[src/tslb_pkg.sv]
`timescale 1ns / 1ps
`default_nettype none

package tslb_pkg;

    typedef enum logic [1:0] {
        CMD_PUT   = 2'd0,
        CMD_READ  = 2'd1,
        CMD_CLEAR = 2'd2,
        CMD_FLUSH = 2'd3
    } t_cmd;

    localparam logic [7:0] CH_CR    = 8'd13;
    localparam logic [7:0] CH_LF    = 8'd10;
    localparam logic [7:0] CH_TAB   = 8'd9;
    localparam logic [7:0] CH_SPACE = 8'd32;
    localparam int         TAB_STOP = 4;

    typedef enum logic [2:0] {
        S_IDLE,
        S_EXEC,
        S_TAB,
        S_PUT,
        S_DONE
    } t_state;

    // commands from the sequencer to the datapath
    typedef struct packed {
        logic capture;
        logic commit;
        logic append_byte;
        logic append_space;
        logic clear;
        logic rd_issue;
        logic load_out;
    } t_dp_cmd;

    // status from the datapath to the sequencer
    typedef struct packed {
        t_cmd cmd;
        logic is_cr;
        logic is_lf;
        logic is_tab;
        logic len_full;
        logic len_zero;
        logic tab_last;
    } t_dp_sts;

endpackage

`default_nettype wire

[src/tslb_ctrl.sv]
`timescale 1ns / 1ps
`default_nettype none

module tslb_ctrl
    import tslb_pkg::*;
(
    input  wire logic    i_clk,
    input  wire logic    i_rst_n,
    input  wire logic    i_in_valid,
    output logic         o_in_ready,
    output logic         o_out_valid,
    input  wire logic    i_out_ready,
    input  wire t_dp_sts i_sts,
    output t_dp_cmd      o_ctl
);

    t_state r_state, n_state;
    logic   r_out_valid, n_out_valid;

    always_ff @(posedge i_clk) begin
        if (!i_rst_n) begin
            r_state     <= S_IDLE;
            r_out_valid <= 1'b0;
        end else begin
            r_state     <= n_state;
            r_out_valid <= n_out_valid;
        end
    end

    always_comb begin
        n_state     = r_state;
        n_out_valid = r_out_valid && !i_out_ready;
        o_ctl       = '0;
        o_in_ready  = 1'b0;
        unique case (r_state)
            S_IDLE: begin
                o_in_ready = 1'b1;
                if (i_in_valid) begin
                    o_ctl.capture = 1'b1;
                    n_state       = S_EXEC;
                end
            end
            S_EXEC: begin
                unique case (i_sts.cmd)
                    CMD_PUT: begin
                        priority if (i_sts.is_cr) begin
                            n_state = S_DONE;
                        end else if (i_sts.is_lf) begin
                            o_ctl.commit = 1'b1;
                            n_state      = S_DONE;
                        end else if (i_sts.is_tab) begin
                            n_state = S_TAB;
                        end else if (i_sts.len_full) begin
                            // full line goes out first, byte lands on the fresh line
                            o_ctl.commit = 1'b1;
                            n_state      = S_PUT;
                        end else begin
                            o_ctl.append_byte = 1'b1;
                            n_state           = S_DONE;
                        end
                    end
                    CMD_READ: begin
                        o_ctl.rd_issue = 1'b1;
                        n_state        = S_DONE;
                    end
                    CMD_CLEAR: begin
                        o_ctl.clear = 1'b1;
                        n_state     = S_DONE;
                    end
                    CMD_FLUSH: begin
                        o_ctl.commit = !i_sts.len_zero;
                        n_state      = S_DONE;
                    end
                    default: n_state = S_DONE;
                endcase
            end
            S_TAB: begin
                o_ctl.append_space = !i_sts.len_full;
                if (i_sts.tab_last) begin
                    n_state = S_DONE;
                end
            end
            S_PUT: begin
                o_ctl.append_byte = 1'b1;
                n_state           = S_DONE;
            end
            S_DONE: begin
                // hold here while the previous result is still waiting
                if (!r_out_valid || i_out_ready) begin
                    o_ctl.load_out = 1'b1;
                    n_out_valid    = 1'b1;
                    n_state        = S_IDLE;
                end
            end
            default: n_state = S_IDLE;
        endcase
    end

    assign o_out_valid = r_out_valid;

endmodule

`default_nettype wire

[config.mk]
export PLATFORM = sky130hd
export DESIGN_NAME = tslb_ctrl
export DESIGN_NICKNAME = d
export VERILOG_FILES = /design/src/tslb_pkg.sv /design/src/tslb_ctrl.sv
export SDC_FILE = /design/constraint.sdc
export NUM_CORES = 1
export LEC_CHECK = 0
export BUFFER_PORTS_ARGS = -buffer_cell sky130_fd_sc_hd__buf_2
export CORE_ASPECT_RATIO = 1.2
export CORE_UTILIZATION = 29
export DETAILED_ROUTE_END_ITERATION = 8
export HOLD_SLACK_MARGIN = 0.02
export PLACE_DENSITY_LB_ADDON = 0.15
export SETUP_SLACK_MARGIN = 0.4
export SKIP_CTS_REPAIR_TIMING = 1
export SYNTH_ARGS = -nofsm -noshare
export SYNTH_HDL_FRONTEND = slang
export SYNTH_SLANG_ARGS = --single-unit
[constraint.sdc]
create_clock -name i_clk -period 1.93 [get_ports i_clk]
set_input_delay 0.386 -clock i_clk [delete_from_list [all_inputs] [get_ports i_clk]]
set_output_delay 0.386 -clock i_clk [all_outputs]
set_load 0.02 [all_outputs]
==> results.md <==
* Top-level I/O count at 21
* Period utilization at 89.77%
* CP bufs+invs at 3
* Share of power burned in registers at 24.9%
* CP max FO at 2
* Adder-Cell Fraction of Synth Area at 13.81%
* TritonCTS clock tree: built
* Worst-Skew Late Latency at 0.23 ns
* First DRT Iteration DRCs at 3
* DRC at 0
* Post-synthesis cell type count at 29
* Worst ir drop on vdd at 0.0003685 V
* Crit Path Class: in2out
* Num CTS Buffers at 3
* Routed wire length at 1038 um
* Avg WL per Cell at 10.93 um
* H-tree Lvls at 1
* Vias per cell at 4.821
* Multi-input combinational cell area at 421.7 um^2
* Largest family of logic cells by synthesized area: simple AND/OR/NAND/NOR gates
* Top Family by Delay on Critical Path: buffers and inverters
* Critical-path top delay cell: a2111oi_4
* PortBufs at 20
* Area grow syn2layout at 72.10%
* GRT Resource Usage Total at 12.74%
* Critical path data required time at 1.54 ns
* Max_slew headroom at 81.81%
* Layout Cells excl Fill at 95
* Register area at 91.34 um^2
* Seq cells post-synth at 4
* Int Pwr at 0.0002728 W
* CP endpoint kind: primary output
* P_leak at 0.3344 nW
* CTS sink cnt at 4
* Final Skew at 0.002617 ns
* Mapped Nets at 66
* FMAX at 577.2 MHz
* CP Cell Sequence: buf_6, buf_4, ha_2, nand2b_4, a2111oi_4, buf_4
* Vias in the first global route at 373
* Syn Inst Count at 49
* Util after Layout at 53.94%
* Clk slew on worst S/H paths at 0.04 ns
* XOR/XNOR Fraction of Synth Area at 0%
* Worst Path Arrival at 1.35 ns
* Initial antenna violation count at 0
* Count of pins over their slew limit at 0
* Die width at 38.08 um
* Status: complete, no violations
* Max clock buf depth at 2
* Final setup viols at 0
* Core ar. at 0.001445 mm^2
* Unrepaired setup endpoints after global routing: yes
* Sw frac at 33.20%
* Power Density at 524.0 mW/mm^2
* Placed insts at 88
* FP Rows at 15
* Sw power at 0.0001356 W
* Pre-antenna DRT Iters at 4
* Die Footprint at 0.001724 mm^2
* Layout cells sized above 1 at 67.95%
* CP dominant cell by count: buf_4
* Largest stage delay, worst path at 0.34 ns
* Grt total ovfl at 0
* Max-Cap Viols at 0
* Global-route wire length before repair at 1511 um
* Final ANT Viol Nets at 0
* Critical path launch point type: input port
* Final Hold Viols at 0
* Synth warn at 0
* Clock Power Share at 24.1%
* Hold WC Path Type: in2reg
* Nets at 97
* Compound-Gate Fraction of Synth Area at 20.17%
* Initial Util at 31.34%
* Dpl hpwl at 808.6 um
* Post-layout min period at 1.733 ns
* Pin count of the biggest net entering global routing at 11
* Mux contribution to synthesized area at 2.486%
* Synth Area in Simple Gates at 37.57%
* Routed via count at 458
* Slew @ Worst Pin at 0.2691 ns
* Post-synthesis sequential area ratio at 17.68%
* Comb pwr share at 51.0%
* N_diodes at 0
* Synthesized area per cell at 9.244 um^2
* Mapped Area at 452.9 um^2
* Gpl congestion at 0.6704
* Die H at 45.29 um
* # fillers at 133
* Root Buffer Master: clkbuf_4
==> final timing paths <==
path / cells after the start / slack (ns) / endpoint / from
max: 6 / 0.20 / o_ctl[5] / i_sts[6]
min: 2 / 0.44 / o_out_valid / i_rst_n
max reg2reg: 5 / 0.59 / r_state[2] / r_state[2]
min reg2reg: 2 / 0.52 / o_out_valid / r_state[2]
==> final cells by class <==
| cell class | count | share of cell area (%) |
|---|---|---|
| multi-input combinational | 40 | 54.09 |
| inverter | 2 | 1.926 |
| clock buffer | 3 | 2.889 |
| timing repair buffer | 29 | 26.65 |
| sequential | 4 | 11.72 |
| tap | 17 | 2.729 |
==> power groups by stage <==
| stage | Combinational (W) | Clock, W | Sequential (W) |
|---|---|---|---|
| global route | 0.000224 | 0.000113 | 0.000103 |
| CTS | 0.000152 | 0.000106 | 0.000101 |
| global placement | 0.000151 | 0 | 0.000102 |
| finish | 0.000208 | 0.0000983 | 0.000102 |
| floorplan | 0.000109 | 0 | 0.0000981 |
| detailed placement | 0.000151 | 0 | 0.000103 |
==> stage by stage <==
step | hold WS (ns) | setup slack, ns | setup TNS, ns | power [W] | cell area, um^2
6_report | 0.4443 | 0.1975 | 0 | 0.0004085 | 779.5
5_1_grt | 0.4431 | 0.1396 | 0 | 0.0004396 | 779.5
4_1_cts | 0.4402 | -0.01207 | -0.01207 | 0.0003594 | 633.1
3_5_place_dp | 0.5409 | -0.009417 | -0.009417 | 0.0002537 | 610.6
3_3_place_gp | 0.5382 | 0.04644 | 0 | 0.0002532 | 610.6
2_1_floorplan | 0.5398 | 0.2191 | 0 | 0.0002074 | 481.7
==> cell usage in the layout (no fill, tap or decap) <==
cell type,n
dfxtp_1,1
nor2_4,1
buf_8,1
buf_6,4
ha_2,1
a21oi_1,1
nand2_1,1
inv_4,1
dfxtp_4,3
nor3b_1,1
mux2_2,1
nand2b_4,2
buf_4,11
nor3_1,1
inv_6,1
or2_2,1
o21ai_2,1
a21boi_0,1
nor4b_1,1
nor2b_1,1
clkbuf_4,3
a31oi_1,2
ha_1,3
and2_4,1
nor4b_2,2
o31a_1,1
nor4b_4,1
nor2b_4,1
ha_4,1
a2111oi_4,2
and2b_1,2
buf_2,13
a211oi_1,1
nor2_1,3
and2_1,2
nand2b_1,1
o21a_1,1
and3_1,1
nor3_4,1
==> cells in the mapped netlist, drive strengths merged <==
library cell | n | area, um^2
nor3b | 1 | 7.510
dfxtp | 4 | 80.08
nor3 | 2 | 10.01
nor2b | 2 | 12.51
o21a | 1 | 7.510
buf | 2 | 16.26
a21boi | 1 | 7.510
o21ai | 1 | 5.000
a211oi | 1 | 7.510
ha | 5 | 62.56
nor2 | 4 | 15.01
inv | 2 | 7.510
clkbuf | 1 | 13.76
and3 | 1 | 6.260
and2b | 2 | 15.01
a21oi | 1 | 5.000
nand2 | 1 | 3.750
a31oi | 2 | 12.51
a2111oi | 2 | 37.54
and2 | 3 | 18.77
nand2b | 3 | 18.77
or2 | 1 | 6.260
o31a | 1 | 8.760
nor4b | 4 | 56.30
mux2 | 1 | 11.26
==> cells by family after synthesis <==
group	Yosys count
and+or+nand+nor	24
AOI/OAI and AO/OA	10
buffers and inverters	5
adders and majority gates	5
DFF	4
muxes	1
==> per-layer routing <==
layer / share of wire, % / track usage (%)
met1: 41 / 15.41
met5: 0 / 0
met4: 0 / 8.571
met2: 54 / 19.66
met3: 4.0 / 2.956
==> sequential cells by signal (all words and copies together) (netlist names) <==
name and flops:
o_out_valid 1, r_state 3
==> worst register-to-register path, cell delays in order, from the launching register on <==
cell       delay [ns]
dfxtp_4          0.35
buf_6            0.12
buf_4            0.10
and2b_1          0.20
a2111oi_4        0.34
o21a_1           0.17
No activity file was read; power rests on OpenSTA's default activity.
